**src/design/wos_pkg.sv**
```systemverilog
// Shared types, codes and constants for the window order statistics block.
package wos_pkg;

   localparam int SAMPLE_BITS_DEF = 16;
   localparam int OUT_BITS        = 17;

   // Operation codes
   localparam logic [2:0] OP_MIN    = 3'd0;
   localparam logic [2:0] OP_MEDIAN = 3'd1;
   localparam logic [2:0] OP_MAX    = 3'd2;
   localparam logic [2:0] OP_SPAN   = 3'd3;
   localparam logic [2:0] OP_MEAN   = 3'd4;

   // Window size register codes; the unused code selects nine samples
   localparam logic [1:0] WIN_3 = 2'd0;
   localparam logic [1:0] WIN_5 = 2'd1;
   localparam logic [1:0] WIN_9 = 2'd2;

   // Mean reciprocal constants
   localparam int DIV3_MUL   = 1431655766;
   localparam int DIV5_ROUND = 15;
   localparam int DIV9_ROUND = 62;

   typedef struct packed {
      logic       valid;
      logic [2:0] opcode;
      logic [1:0] win;
   } ctrl_type;

endpackage

```
**src/design/wos_lane.sv**
```systemverilog
// One sorting lane: orders three samples and sums them, registered.
module wos_lane
   #(parameter int SAMPLE_BITS = wos_pkg::SAMPLE_BITS_DEF)
   (
   input  logic                          clock,
   input  logic signed [SAMPLE_BITS-1:0] smp_a,
   input  logic signed [SAMPLE_BITS-1:0] smp_b,
   input  logic signed [SAMPLE_BITS-1:0] smp_c,
   output logic signed [SAMPLE_BITS-1:0] lo,
   output logic signed [SAMPLE_BITS-1:0] mid,
   output logic signed [SAMPLE_BITS-1:0] hi,
   output logic signed [SAMPLE_BITS+1:0] sum
   );

   localparam int SUM_W = SAMPLE_BITS + 2;

   function automatic logic signed [SAMPLE_BITS-1:0] lo2(
      input logic signed [SAMPLE_BITS-1:0] a,
      input logic signed [SAMPLE_BITS-1:0] b);
      return (a < b) ? a : b;
   endfunction

   function automatic logic signed [SAMPLE_BITS-1:0] hi2(
      input logic signed [SAMPLE_BITS-1:0] a,
      input logic signed [SAMPLE_BITS-1:0] b);
      return (a > b) ? a : b;
   endfunction

   logic signed [SAMPLE_BITS-1:0] ab_lo, ab_hi;
   logic signed [SAMPLE_BITS-1:0] lo_in, mid_in, hi_in;
   logic signed [SAMPLE_BITS-1:0] lo_ff, mid_ff, hi_ff;
   logic signed [SUM_W-1:0]       sum_in, sum_ff;

   always_comb begin
      ab_lo  = lo2(smp_a, smp_b);
      ab_hi  = hi2(smp_a, smp_b);
      lo_in  = lo2(ab_lo, smp_c);
      hi_in  = hi2(ab_hi, smp_c);
      mid_in = hi2(ab_lo, lo2(ab_hi, smp_c));
      sum_in = SUM_W'(smp_a) + SUM_W'(smp_b) + SUM_W'(smp_c);
   end

   always_ff @(posedge clock) begin
      lo_ff  <= lo_in;
      mid_ff <= mid_in;
      hi_ff  <= hi_in;
      sum_ff <= sum_in;
   end

   assign lo  = lo_ff;
   assign mid = mid_ff;
   assign hi  = hi_ff;
   assign sum = sum_ff;

endmodule

```
**src/design/wos_merge.sv**
```systemverilog
// Merge stage: combines lane results into min, max, median and sum per window size.
module wos_merge
   #(parameter int SAMPLE_BITS = wos_pkg::SAMPLE_BITS_DEF)
   (
   input  logic                          clock,
   input  logic                          reset,
   input  wos_pkg::ctrl_type             ctrl_i,
   input  logic signed [SAMPLE_BITS-1:0] lane_lo  [3],
   input  logic signed [SAMPLE_BITS-1:0] lane_mid [3],
   input  logic signed [SAMPLE_BITS-1:0] lane_hi  [3],
   input  logic signed [SAMPLE_BITS+1:0] lane_sum [3],
   input  logic signed [SAMPLE_BITS-1:0] s2,
   input  logic signed [SAMPLE_BITS-1:0] s3,
   input  logic signed [SAMPLE_BITS-1:0] s4,
   input  logic signed [SAMPLE_BITS-1:0] m5_lo,
   input  logic signed [SAMPLE_BITS-1:0] m5_hi,
   output wos_pkg::ctrl_type             ctrl_o,
   output logic signed [SAMPLE_BITS-1:0] mn,
   output logic signed [SAMPLE_BITS-1:0] mx,
   output logic signed [SAMPLE_BITS-1:0] med,
   output logic signed [SAMPLE_BITS+3:0] sum
   );
   import wos_pkg::*;

   localparam int SUM_W = SAMPLE_BITS + 4;

   function automatic logic signed [SAMPLE_BITS-1:0] lo2(
      input logic signed [SAMPLE_BITS-1:0] a,
      input logic signed [SAMPLE_BITS-1:0] b);
      return (a < b) ? a : b;
   endfunction

   function automatic logic signed [SAMPLE_BITS-1:0] hi2(
      input logic signed [SAMPLE_BITS-1:0] a,
      input logic signed [SAMPLE_BITS-1:0] b);
      return (a > b) ? a : b;
   endfunction

   function automatic logic signed [SAMPLE_BITS-1:0] med3(
      input logic signed [SAMPLE_BITS-1:0] a,
      input logic signed [SAMPLE_BITS-1:0] b,
      input logic signed [SAMPLE_BITS-1:0] c);
      return hi2(lo2(a, b), lo2(hi2(a, b), c));
   endfunction

   logic signed [SAMPLE_BITS-1:0] lo9, hi9, med9, lo5, hi5;
   logic signed [SAMPLE_BITS-1:0] col_lo, col_mid, col_hi;
   logic signed [SAMPLE_BITS-1:0] mn_in, mx_in, med_in;
   logic signed [SAMPLE_BITS-1:0] mn_ff, mx_ff, med_ff;
   logic signed [SUM_W-1:0]       sum_in, sum_ff, sum3, sum5, sum9;
   ctrl_type                      ctrl_ff;

   always_comb begin
      lo9 = lo2(lo2(lane_lo[0], lane_lo[1]), lane_lo[2]);
      hi9 = hi2(hi2(lane_hi[0], lane_hi[1]), lane_hi[2]);
      lo5 = lo2(lane_lo[0], lo2(s3, s4));
      hi5 = hi2(lane_hi[0], hi2(s3, s4));

      // median of nine from sorted rows: max of lows, median of mids, min of highs
      col_lo  = hi2(hi2(lane_lo[0], lane_lo[1]), lane_lo[2]);
      col_mid = med3(lane_mid[0], lane_mid[1], lane_mid[2]);
      col_hi  = lo2(lo2(lane_hi[0], lane_hi[1]), lane_hi[2]);
      med9    = med3(col_lo, col_mid, col_hi);

      sum3 = SUM_W'(lane_sum[0]);
      sum5 = SUM_W'(lane_sum[0]) + SUM_W'(s3) + SUM_W'(s4);
      sum9 = SUM_W'(lane_sum[0]) + SUM_W'(lane_sum[1]) + SUM_W'(lane_sum[2]);

      unique case (ctrl_i.win)
         WIN_3: begin
            mn_in  = lane_lo[0];
            mx_in  = lane_hi[0];
            med_in = lane_mid[0];
            sum_in = sum3;
         end
         WIN_5: begin
            mn_in  = lo5;
            mx_in  = hi5;
            med_in = med3(m5_hi, s2, m5_lo);
            sum_in = sum5;
         end
         default: begin
            mn_in  = lo9;
            mx_in  = hi9;
            med_in = med9;
            sum_in = sum9;
         end
      endcase
   end

   always_ff @(posedge clock) begin
      if (reset) begin
         ctrl_ff <= '0;
      end else begin
         ctrl_ff <= ctrl_i;
      end
   end

   always_ff @(posedge clock) begin
      mn_ff  <= mn_in;
      mx_ff  <= mx_in;
      med_ff <= med_in;
      sum_ff <= sum_in;
   end

   assign ctrl_o = ctrl_ff;
   assign mn     = mn_ff;
   assign mx     = mx_ff;
   assign med    = med_ff;
   assign sum    = sum_ff;

endmodule

```
**src/design/wos_mean.sv**
```systemverilog
// Mean unit: four-stage reciprocal multiply (three) or shift-add series (five, nine).
module wos_mean
   #(parameter int SAMPLE_BITS = wos_pkg::SAMPLE_BITS_DEF)
   (
   input  logic                            clock,
   input  logic [1:0]                      win_i,
   input  logic signed [SAMPLE_BITS+3:0]   sum_i,
   output logic [wos_pkg::OUT_BITS-1:0]    mean
   );
   import wos_pkg::*;

   localparam int SUM_W = SAMPLE_BITS + 4;
   localparam int W     = SAMPLE_BITS + 10;
   localparam int PW    = (SUM_W + 31 > 31 + OUT_BITS) ? SUM_W + 31 : 31 + OUT_BITS;
   localparam logic signed [31:0] DIV3_K = 32'(DIV3_MUL / 2);

   function automatic logic is_nine(input logic [1:0] w);
      return !(w == WIN_3 || w == WIN_5);
   endfunction

   logic signed [W-1:0]  xe;
   logic signed [W-1:0]  t_in, t_ff, u_in, u_ff, v_in, v_ff, w_in, w_ff, w_sh;
   logic signed [PW-1:0] prod_in, prod_ff;
   logic [OUT_BITS-1:0]  q3a_ff, q3b_ff, q3c_ff;
   logic [1:0]           win1_ff, win2_ff, win3_ff, win4_ff;

   always_comb begin
      xe      = W'(sum_i);
      t_in    = is_nine(win_i) ? (xe <<< 3) - xe : (xe <<< 1) + xe;
      prod_in = PW'(sum_i) * PW'(DIV3_K);
      u_in    = (is_nine(win1_ff) ? (t_ff >>> 6) : (t_ff >>> 4)) + t_ff;
      v_in    = (is_nine(win2_ff) ? (u_ff >>> 12) : (u_ff >>> 8)) + u_ff;
      w_in    = is_nine(win3_ff) ? (v_ff >>> 24) + v_ff + W'(DIV9_ROUND)
                                 : (v_ff >>> 16) + v_ff + W'(DIV5_ROUND);
      w_sh    = is_nine(win4_ff) ? (w_ff >>> 6) : (w_ff >>> 4);
   end

   always_ff @(posedge clock) begin
      t_ff    <= t_in;
      prod_ff <= prod_in;
      win1_ff <= win_i;
      u_ff    <= u_in;
      q3a_ff  <= prod_ff[31 +: OUT_BITS];
      win2_ff <= win1_ff;
      v_ff    <= v_in;
      q3b_ff  <= q3a_ff;
      win3_ff <= win2_ff;
      w_ff    <= w_in;
      q3c_ff  <= q3b_ff;
      win4_ff <= win3_ff;
   end

   assign mean = (win4_ff == WIN_3) ? q3c_ff : w_sh[OUT_BITS-1:0];

endmodule

```
**src/design/window_order_statistics.sv**
```systemverilog
// Top level: min, median, max, span and mean over a window of 3, 5 or 9 samples.
//
//   channel   ports                                  transfer when
//   request   start, busy, req_opcode, req_sample_*  start high, busy low
//   result    rsp_valid, rsp_statistic               rsp_valid high (one cycle)
//   config    csr_valid, csr_ready, csr_window_size  csr_valid and csr_ready high
//
// One window per clock; the result strobe follows the request transfer through
// the lane, merge and four mean stages plus the output register.
// busy stays low, so requests are never held off; results cannot be stalled.
// Reset clears the pipeline valids and sets the window to nine samples.
module window_order_statistics
   #(parameter int SAMPLE_BITS = wos_pkg::SAMPLE_BITS_DEF)
   (
   input  logic                               clock,
   input  logic                               reset,
   input  logic                               start,
   output logic                               busy,
   input  logic [2:0]                         req_opcode,
   input  logic signed [SAMPLE_BITS-1:0]      req_sample_0,
   input  logic signed [SAMPLE_BITS-1:0]      req_sample_1,
   input  logic signed [SAMPLE_BITS-1:0]      req_sample_2,
   input  logic signed [SAMPLE_BITS-1:0]      req_sample_3,
   input  logic signed [SAMPLE_BITS-1:0]      req_sample_4,
   input  logic signed [SAMPLE_BITS-1:0]      req_sample_5,
   input  logic signed [SAMPLE_BITS-1:0]      req_sample_6,
   input  logic signed [SAMPLE_BITS-1:0]      req_sample_7,
   input  logic signed [SAMPLE_BITS-1:0]      req_sample_8,
   input  logic                               csr_valid,
   output logic                               csr_ready,
   input  logic [1:0]                         csr_window_size,
   output logic                               rsp_valid,
   output logic signed [wos_pkg::OUT_BITS-1:0] rsp_statistic
   );
   import wos_pkg::*;

   localparam int TAIL    = 4;
   localparam int LATENCY = TAIL + 3;
   localparam int SPAN_W  = SAMPLE_BITS + 1;
   localparam int EXT_W   = (SPAN_W > OUT_BITS) ? SPAN_W : OUT_BITS;

   function automatic logic signed [SAMPLE_BITS-1:0] lo2(
      input logic signed [SAMPLE_BITS-1:0] a,
      input logic signed [SAMPLE_BITS-1:0] b);
      return (a < b) ? a : b;
   endfunction

   function automatic logic signed [SAMPLE_BITS-1:0] hi2(
      input logic signed [SAMPLE_BITS-1:0] a,
      input logic signed [SAMPLE_BITS-1:0] b);
      return (a > b) ? a : b;
   endfunction

   logic                          accept;
   logic [1:0]                    window_size_ff;
   logic signed [SAMPLE_BITS-1:0] smp [9];

   ctrl_type                      ctrl1_in, ctrl1_ff;
   logic signed [SAMPLE_BITS-1:0] s2_ff, s3_ff, s4_ff, m5_lo_in, m5_lo_ff, m5_hi_in, m5_hi_ff;

   logic signed [SAMPLE_BITS-1:0] lane_lo  [3];
   logic signed [SAMPLE_BITS-1:0] lane_mid [3];
   logic signed [SAMPLE_BITS-1:0] lane_hi  [3];
   logic signed [SAMPLE_BITS+1:0] lane_sum [3];

   ctrl_type                      mrg_ctrl;
   logic signed [SAMPLE_BITS-1:0] mrg_mn, mrg_mx, mrg_med;
   logic signed [SAMPLE_BITS+3:0] mrg_sum;

   logic signed [SPAN_W-1:0]      span;
   logic signed [EXT_W-1:0]       os_ext;
   logic [OUT_BITS-1:0]           os_in;
   logic [OUT_BITS-1:0]           os_tail_ff   [TAIL];
   ctrl_type                      ctrl_tail_ff [TAIL];
   logic [OUT_BITS-1:0]           mean;

   logic                          rsp_valid_ff;
   logic [OUT_BITS-1:0]           rsp_statistic_in, rsp_statistic_ff;

   assign busy      = 1'b0;
   assign csr_ready = 1'b1;
   assign accept    = start && !busy;

   always_ff @(posedge clock) begin
      if (reset) begin
         window_size_ff <= WIN_9;
      end else if (csr_valid && csr_ready) begin
         window_size_ff <= csr_window_size;
      end
   end

   assign smp[0] = req_sample_0;
   assign smp[1] = req_sample_1;
   assign smp[2] = req_sample_2;
   assign smp[3] = req_sample_3;
   assign smp[4] = req_sample_4;
   assign smp[5] = req_sample_5;
   assign smp[6] = req_sample_6;
   assign smp[7] = req_sample_7;
   assign smp[8] = req_sample_8;

   // Lane stage; the five-sample median needs the raw pairs, prepared alongside
   always_comb begin
      ctrl1_in = '{valid: accept, opcode: req_opcode, win: window_size_ff};
      m5_lo_in = hi2(lo2(smp[0], smp[1]), lo2(smp[3], smp[4]));
      m5_hi_in = lo2(hi2(smp[0], smp[1]), hi2(smp[3], smp[4]));
   end

   always_ff @(posedge clock) begin
      if (reset) begin
         ctrl1_ff <= '0;
      end else begin
         ctrl1_ff <= ctrl1_in;
      end
   end

   always_ff @(posedge clock) begin
      s2_ff    <= smp[2];
      s3_ff    <= smp[3];
      s4_ff    <= smp[4];
      m5_lo_ff <= m5_lo_in;
      m5_hi_ff <= m5_hi_in;
   end

   for (genvar g = 0; g < 3; g++) begin : g_lane
      wos_lane #(.SAMPLE_BITS(SAMPLE_BITS)) u_lane (
         .clock (clock),
         .smp_a (smp[3*g]),
         .smp_b (smp[3*g+1]),
         .smp_c (smp[3*g+2]),
         .lo    (lane_lo[g]),
         .mid   (lane_mid[g]),
         .hi    (lane_hi[g]),
         .sum   (lane_sum[g])
      );
   end

   wos_merge #(.SAMPLE_BITS(SAMPLE_BITS)) u_merge (
      .clock    (clock),
      .reset    (reset),
      .ctrl_i   (ctrl1_ff),
      .lane_lo  (lane_lo),
      .lane_mid (lane_mid),
      .lane_hi  (lane_hi),
      .lane_sum (lane_sum),
      .s2       (s2_ff),
      .s3       (s3_ff),
      .s4       (s4_ff),
      .m5_lo    (m5_lo_ff),
      .m5_hi    (m5_hi_ff),
      .ctrl_o   (mrg_ctrl),
      .mn       (mrg_mn),
      .mx       (mrg_mx),
      .med      (mrg_med),
      .sum      (mrg_sum)
   );

   // Mean runs TAIL stages, matched by the order-statistic tail below
   wos_mean #(.SAMPLE_BITS(SAMPLE_BITS)) u_mean (
      .clock (clock),
      .win_i (mrg_ctrl.win),
      .sum_i (mrg_sum),
      .mean  (mean)
   );

   always_comb begin
      span = SPAN_W'(mrg_mx) - SPAN_W'(mrg_mn);
      unique case (mrg_ctrl.opcode)
         OP_MIN:    os_ext = EXT_W'(mrg_mn);
         OP_MEDIAN: os_ext = EXT_W'(mrg_med);
         OP_MAX:    os_ext = EXT_W'(mrg_mx);
         OP_SPAN:   os_ext = EXT_W'(span);
         default:   os_ext = '0;
      endcase
      os_in = os_ext[OUT_BITS-1:0];
   end

   always_ff @(posedge clock) begin
      if (reset) begin
         for (int i = 0; i < TAIL; i++) begin
            ctrl_tail_ff[i] <= '0;
         end
      end else begin
         ctrl_tail_ff[0] <= mrg_ctrl;
         for (int i = 1; i < TAIL; i++) begin
            ctrl_tail_ff[i] <= ctrl_tail_ff[i-1];
         end
      end
   end

   always_ff @(posedge clock) begin
      os_tail_ff[0] <= os_in;
      for (int i = 1; i < TAIL; i++) begin
         os_tail_ff[i] <= os_tail_ff[i-1];
      end
   end

   assign rsp_statistic_in = (ctrl_tail_ff[TAIL-1].opcode == OP_MEAN) ? mean
                                                                       : os_tail_ff[TAIL-1];

   always_ff @(posedge clock) begin
      if (reset) begin
         rsp_valid_ff <= 1'b0;
      end else begin
         rsp_valid_ff <= ctrl_tail_ff[TAIL-1].valid;
      end
   end

   always_ff @(posedge clock) begin
      rsp_statistic_ff <= rsp_statistic_in;
   end

   assign rsp_valid     = rsp_valid_ff;
   assign rsp_statistic = rsp_statistic_ff;

   a_latency: assert property (@(posedge clock) disable iff (reset)
      accept |-> ##LATENCY rsp_valid)
      else $error("request transfer without result strobe at fixed latency");

   a_no_spurious: assert property (@(posedge clock) disable iff (reset)
      rsp_valid |-> $past(accept, LATENCY))
      else $error("result strobe without matching request transfer");

   a_order: assert property (@(posedge clock) disable iff (reset)
      mrg_ctrl.valid |-> (mrg_mn <= mrg_med) && (mrg_med <= mrg_mx))
      else $error("merge stage order statistics out of order");

endmodule
```
**config.mk**
```make
export PLATFORM = sky130hd
export DESIGN_NAME = window_order_statistics
export DESIGN_NICKNAME = d
export VERILOG_FILES = /design/src/design/wos_pkg.sv /design/src/design/wos_lane.sv /design/src/design/wos_merge.sv /design/src/design/wos_mean.sv /design/src/design/window_order_statistics.sv
export SDC_FILE = /design/constraint.sdc
export NUM_CORES = 2
export LEC_CHECK = 0
export BUFFER_PORTS_ARGS = -buffer_cell sky130_fd_sc_hd__buf_2
export CORE_MARGIN = 2
export CORE_UTILIZATION = 60
export CTS_CLUSTER_SIZE = 28
export DETAILED_ROUTE_END_ITERATION = 10
export PLACE_DENSITY = 0.77
export SLEW_MARGIN = 20
export SYNTH_ARGS = -nofsm -noshare
export SYNTH_HDL_FRONTEND = slang
export SYNTH_HIERARCHICAL = 1
export SYNTH_SLANG_ARGS = --single-unit
export TNS_END_PERCENT = 30
```
**constraint.sdc**
```tcl
create_clock -name clock -period 30.8 [get_ports clock]
set_input_delay 3.08 -clock clock [delete_from_list [all_inputs] [get_ports clock]]
set_output_delay 3.08 -clock clock [all_outputs]
set_load 0.01 [all_outputs]
```
After elaboration in Yosys (flattened, before gate mapping)
Memories as Yosys holds them, arrays and structs flattened.
Index checks and enable logic that the tools add are counted.

word-level totals
  word-level logic and storage cells = 197
  output and inout bits = 20
  memory bits (writable) = 92
  memories = 2
  bits of input ports = 153
  register bits = 586

memories
  name          depth  bits a word  read ports  clocked after memory_dff  wr ports  line                           text
  os_tail_ff    4      17           4           0                         4         window_order_statistics.sv:73  logic [OUT_BITS-1:0] os_tail_ff [TAIL];
  ctrl_tail_ff  4      6            4           0                         4         window_order_statistics.sv:74  ctrl_type ctrl_tail_ff [TAIL];

cells by class
  bitwise operators = 4
  equality and inequality tests = 10
  order comparisons = 44
  reductions and logical operators = 12
  $add $sub $neg = 19
  multipliers = 1
  mux-type cells = 63

operator list
  cell                                                  number
  two-way mux 16 bit                                    44
  > comparator 16 bit                                   22
  < comparator 16 bit                                   22
  case mux 16 bit (2 select lines)                      3
  two-way mux 17 bit                                    4
  case mux 17 bit (4 select lines)                      1
  adder 17 x 16 -> 18 bit                               3
  adder 16 x 16 -> 17 bit                               3
  multiplier 20 x 31 -> 48 bit (second input constant)  1
  case mux 20 bit (2 select lines)                      1
  adder 18 x 26 -> 26 bit                               1
  adder 22 x 26 -> 26 bit                               1
  two-way mux 26 bit                                    1
  two-way mux 6 bit                                     4
  subtractor 23 x 20 -> 24 bit                          1
  adder 10 x 23 -> 23 bit                               1
  adder 2 x 23 -> 23 bit                                1
  adder 23 x 5 -> 23 bit (second input constant)        1
  adder 23 x 7 -> 23 bit (second input constant)        1
  two-way mux 23 bit                                    1
  adder 21 x 20 -> 22 bit                               1
  two-way mux 21 bit                                    1
  adder 19 x 16 -> 20 bit                               1
  adder 19 x 18 -> 20 bit                               1
  other kinds (12)                                      32

Depth between registers and ports, before layout
  word-level depth = 13
  depth in mapped cells = 64
  mapped depth without buffers = 58

Hierarchy
The synthesis kept the hierarchy.

modules (own cells, without submodules)
  module                            area each (um2)  times used  cells each  sequential area each (um2)
  wos_merge                         16,748.6         1           2,115       1,481.4
  wos_mean                          16,099.2         1           1,706       3,403.3
  wos_lane at g_lane[1].u_lane ...  5,057.4          2           508         1,321.3
  window_order_statistics           8,553.2          1           814         3,803.6
  wos_lane at g_lane[0].u_lane      5,240.0          1           581         1,321.3

Least setup slack after synthesis
Ideal clock, no wire load.

  path type = reg-to-reg
  start point = register g_lane[1].u_lane.mid_ff[15]
  end point = register u_merge.med_ff[10] (netlist: u_merge/med[10])
  data required time = 30.678 ns
  arrival time = 12.447 ns
  setup time = 0.122 ns
  buffers on the path = 7
  cell stages (with the launch flop) = 64
  clock period less this slack = 12.569 ns
  setup slack = 18.231 ns
  cells stage by stage = dfxtp_1 -> inv_1 -> ha_1 -> and4_1 -> nand2_1 -> a211o_1 -> and4_4 -> nor3_4 -> buf_6 -> mux2i_1 -> inv_1 -> ha_1 -> nand4_1 -> a2111oi_0 -> a22oi_1 -> nand3_1 -> o21ai_0 -> a31o_2 -> [... 28 more ...] -> o211a_4 -> a21oi_4 -> buf_6 -> mux2_4 -> inv_1 -> ha_1 -> nor2b_1 -> o21a_1 -> o21a_1 -> o21a_1 -> o21a_1 -> o21a_1 -> o21bai_1 -> nand3b_1 -> and3_1 -> clkbuf_1 -> clkbuf_1 -> a221o_1

between the ends
  longest elaborated chain between the ends = 13
  elaborated cells between the ends (all ways) = 17
  classes of those cells = 8 x order compare; 9 x mux

RTL lines
  element                             line              text
  start, declared                     wos_lane.sv:31    logic signed [SAMPLE_BITS-1:0] lo_ff, mid_ff, hi_ff;
  start signal, assigned              wos_lane.sv:45    mid_ff <= mid_in;
  > comparator 16 bit                 wos_merge.sv:36   return (a > b) ? a : b;
  two-way mux 16 bit                  wos_merge.sv:36
  < comparator 16 bit                 wos_merge.sv:30   return (a < b) ? a : b;
  two-way mux 16 bit                  wos_merge.sv:30
  > comparator 16 bit                 wos_merge.sv:36
  two-way mux 16 bit *                wos_merge.sv:36
  > comparator 16 bit                 wos_merge.sv:36
  two-way mux 16 bit                  wos_merge.sv:36
  < comparator 16 bit                 wos_merge.sv:30
  two-way mux 16 bit                  wos_merge.sv:30
  > comparator 16 bit                 wos_merge.sv:36
  two-way mux 16 bit *                wos_merge.sv:36
  case mux 16 bit (2 select lines) *  wos_merge.sv:69   unique case (ctrl_i.win)
  via u_merge.med_in[10]              wos_merge.sv:48   logic signed [SAMPLE_BITS-1:0] mn_in, mx_in, med_in;
  end signal, assigned                wos_merge.sv:102  med_ff <= med_in;
  end, declared                       wos_merge.sv:49   logic signed [SAMPLE_BITS-1:0] mn_ff, mx_ff, med_ff;

The timed path passes the listed nets; every way through them passes the cells marked *.
A chain may end at the register's enable or synchronous reset.

Final worst setup path
  start point = register g_lane[1].u_lane.mid_ff[15]
  end point = register u_merge.med_ff[1] (netlist: u_merge/med[1])

Same word-level chain as after synthesis.

==> reports/results.tsv <==
stage	metric	value	unit
layout	share of post-route cells with drive strength above 1	0.114	
sta	Final Cycle Share	0.514	
critical_path	worst-path fanout max	31	
clocking	Post-CTS Hold Buffers	0	
drt	initial drt markers	4058	
sta	final setup violation count	0	
global_route	total congestion overflow	0	
clocking	TritonCTS buffer count	69	
logic_synthesis	Yosys cell types	129	
global_route	vias in the first global route	47000	
critical_path	WP data arrival	16400	ps
global_route	GR Layer Usage met3	0.0796	
layout	Fillers	7767	
drt	DRC	0	
critical_path	type of the worst setup path	flip-flop to flip-flop	
global_route	GRT Max-Usage Layer	met2	
min_path	worst hold path type	flip-flop to flip-flop	
sta	clock skew	43.6	ps
global_route	largest net degree at the start of global routing	60	
critical_path	CP required	31360	ps
status	status	finished clean	
logic_synthesis	Synthesis Warnings	6	
logic_synthesis	post-synthesis xor/xnor area fraction	0.0289	
layout	commonest non-fill, non-tap cell in the layout	ha_1	
clocking	CTS Buffer Depth	3	
drt	Routed Antenna Nets	0	
layout	Layout area overhead	8.09	%
sta	setup TNS	0	ps
clocking	clk sinks	632	
critical_path	max incr delay on CP	880	ps
logic_synthesis	flop and latch count out of synthesis	632	
sta	normalized max-slew margin	0.177	
logic_synthesis	Async S/R FF share, synth	0	
logic_synthesis	Post-Synth Adder-Cell Area	0.284	
drt	WL per Instance	24.7	µm
sta	measured slew at the worst slew-check pin	1230	ps
global_route	initial antenna violation count	27	
sta	max frequency	63.1	MHz
clocking	TritonCTS clock tree	built	
logic_synthesis	register area share after synthesis	0.223	
placement	Buffers on Ports	170	
die	core box area	0.0935	mm²
logic_synthesis	Avg Inst Size Synth	9.11	µm²
layout	fin nets	7676	
logic_synthesis	Post-Synthesis Cell Area	0.0568	mm²
global_route	global-route wire length before repair	282	mm
clocking	worst skew pair latency	660	ps
logic_synthesis	Gate Count Post-Synth	6232	
global_route	GR met2 Demand/Resource	0.609	
drt	total number of vias	47600	
die	DIE AREA	0.0971	mm²
die	# IOs	173	
clocking	postcts setup bufs	0	
drt	DRT Wirelength	190	mm
logic_synthesis	Post-Synth Simple-Gate Area	0.110	
logic_synthesis	Mapped Nets	7543	
die	Core Rows	112	
sta	RSZ-0062 raised after global routing	no	
clocking	H-Tree Depth	3	
critical_path	kind of end point of the critical path	flip-flop	
critical_path	Startpoint Class	flip-flop	
drt	1st-pass router iterations	7	
die	Die X	312	µm
global_route	met1 Use GR	0.473	
placement	dpl cell area	0.0589	mm²
layout	most frequent cells in the layout	ha_1, inv_1, dfxtp_1	
logic_synthesis	Post-synth EDFFs	0	
drt	vias per cell	6.20	
clocking	CTS root buf	clkbuf_16	
layout	Final Cell Area	0.0613	mm²
placement	HPWL after DPL	156	mm
sta	Final Hold Vio Count	0	
critical_path	most used cell, CP	o21a_1	
global_route	Total Routing Usage GR	0.383	
clocking	post-CTS sizing	0	
logic_synthesis	mux cell area share after synthesis	0.125	
sta	Period minus WS final	15840	ps
logic_synthesis	Main synth FF type	dfxtp_1	
flow_run	MaxCap Viol Count	0	
logic_synthesis	main combinational cell family by area after synthesis	adder cells	
die	effective utilization at floorplan	0.607	
critical_path	Crit-path slowest cell	nor2_1	
logic_synthesis	Compound-Gate Fraction of Synth Area	0.160	
die	DIE HEIGHT	312	µm
clocking	clock slew at reported path FFs	60	ps
placement	gp weighted congestion	1.07	
sta	Slew Limit Fails	0	
==> final timing paths <==
kind / startpoint / end / slack [ps] / cells past startpoint
setup / recovery: g_lane[1].u_lane/mid[15]$_DFF_P_ / u_merge/med[1]$_DFF_P_ / 14960 / 56
hold reg to reg: os_tail_ff[2][0]$_DFF_P_ / os_tail_ff[3][0]$_DFF_P_ / 310 / 0
setup reg to reg: g_lane[1].u_lane/mid[15]$_DFF_P_ / u_merge/med[1]$_DFF_P_ / 14960 / 56
hold / removal: os_tail_ff[2][0]$_DFF_P_ / os_tail_ff[3][0]$_DFF_P_ / 310 / 0
==> cell usage after synthesis, drive strengths merged (14+ instances only) <==
library cell	count	area (µm²)
mux2i	346	3470
or2	25	156
a21oi	322	1650
and4	35	309
xor2	55	482
nand2	382	1440
nor2b	109	689
a2111oi	17	161
a21boi	14	109
o211ai	49	378
a211o	16	141
o21ai	337	1690
a31oi	54	387
o21bai	28	210
a221o	18	180
a311oi	22	205
inv	862	3240
nor3	93	537
mux4	15	338
buf	49	309
o41ai	14	145
nand2b	37	231
o31ai	25	216
fa	215	4300
ha	943	11800
and3	23	144
or3	17	106
o21a	92	691
a211oi	59	453
a22o	16	140
and2	19	123
mux2	290	3300
nand3	101	505
clkbuf	97	364
dfxtp	632	12700
nor2	252	953
xnor2	132	1160
nand4	96	631
a21o	146	1100
o221ai	18	158
==> per-layer routing <==
layer	part of all wire	routed length [µm]	vias up
met5	0.0010	189	-
met4	0.074	14000	26
met3	0.084	15900	591
met2	0.44	84100	2005
met1	0.40	75600	22700
li1	-	-	22300
==> final cells by class <==
| type | count | area, µm² | area share |
|---|---|---|---|
| diodes | 6 | 15.0 | 0.000245 |
| clock buffers | 82 | 1850 | 0.0301 |
| clock inverters | 39 | 568 | 0.00926 |
| inverters | 863 | 3240 | 0.0528 |
| multi-input cells | 4591 | 40300 | 0.657 |
| flip-flops and latches | 632 | 12700 | 0.206 |
| well taps | 1254 | 1570 | 0.0256 |
| repair buffers | 208 | 1140 | 0.0186 |
==> cells by family (layout without fill, tap and decap cells) <==
group	count (synthesis)	in the layout
multiplexers	651	651
flip-flops	632	632
AND/OR/NAND/NOR	1238	1238
buffers and inverters	1009	1192
AO/OA/AOI/OAI	1355	1355
other	2	8
adder cells (fa/ha/maj)	1158	1158
XOR/XNOR	187	187
==> registers in the layout (all words and copies together), names as in the netlist, 17 cells and up <==
name / count
os_tail_ff: 68
g_lane.u_lane/sum: 54
g_lane.u_lane/hi: 48
g_lane.u_lane/lo: 48
g_lane.u_lane/mid: 48
u_mean/v_ff: 26
u_mean/u_ff: 25
u_mean/t_ff: 23
u_merge/sum: 20
u_mean/w_ff: 19
u_mean/prod_ff: 18
rsp_statistic: 17
u_mean/q3a_ff: 17
u_mean/q3b_ff: 17
u_mean/q3c_ff: 17
==> worst max-delay path, delay by kind of cell (launching register included) <==
kind	cells	cell delay, ps
buffers and inverters	5	660
DFF	1	330
adders and majority gates	6	2060
and+or+nand+nor	13	4000
muxes	3	1050
AOI/OAI and AO/OA	29	7620
==> stage by stage <==
step,cells,setup WS (ps),utilization,hold WS (ps)
after floorplan,6232,18230,-,310
after global placement,7547,15360,0.630,310
after detailed placement,7547,15280,0.630,312
after CTS,7668,15230,0.656,309
after global routing,7671,14020,0.656,315
final,7675,14960,0.656,313
Power is not shown: default switching activity piles up to over one toggle a cycle in this logic, so the estimate is an artifact.
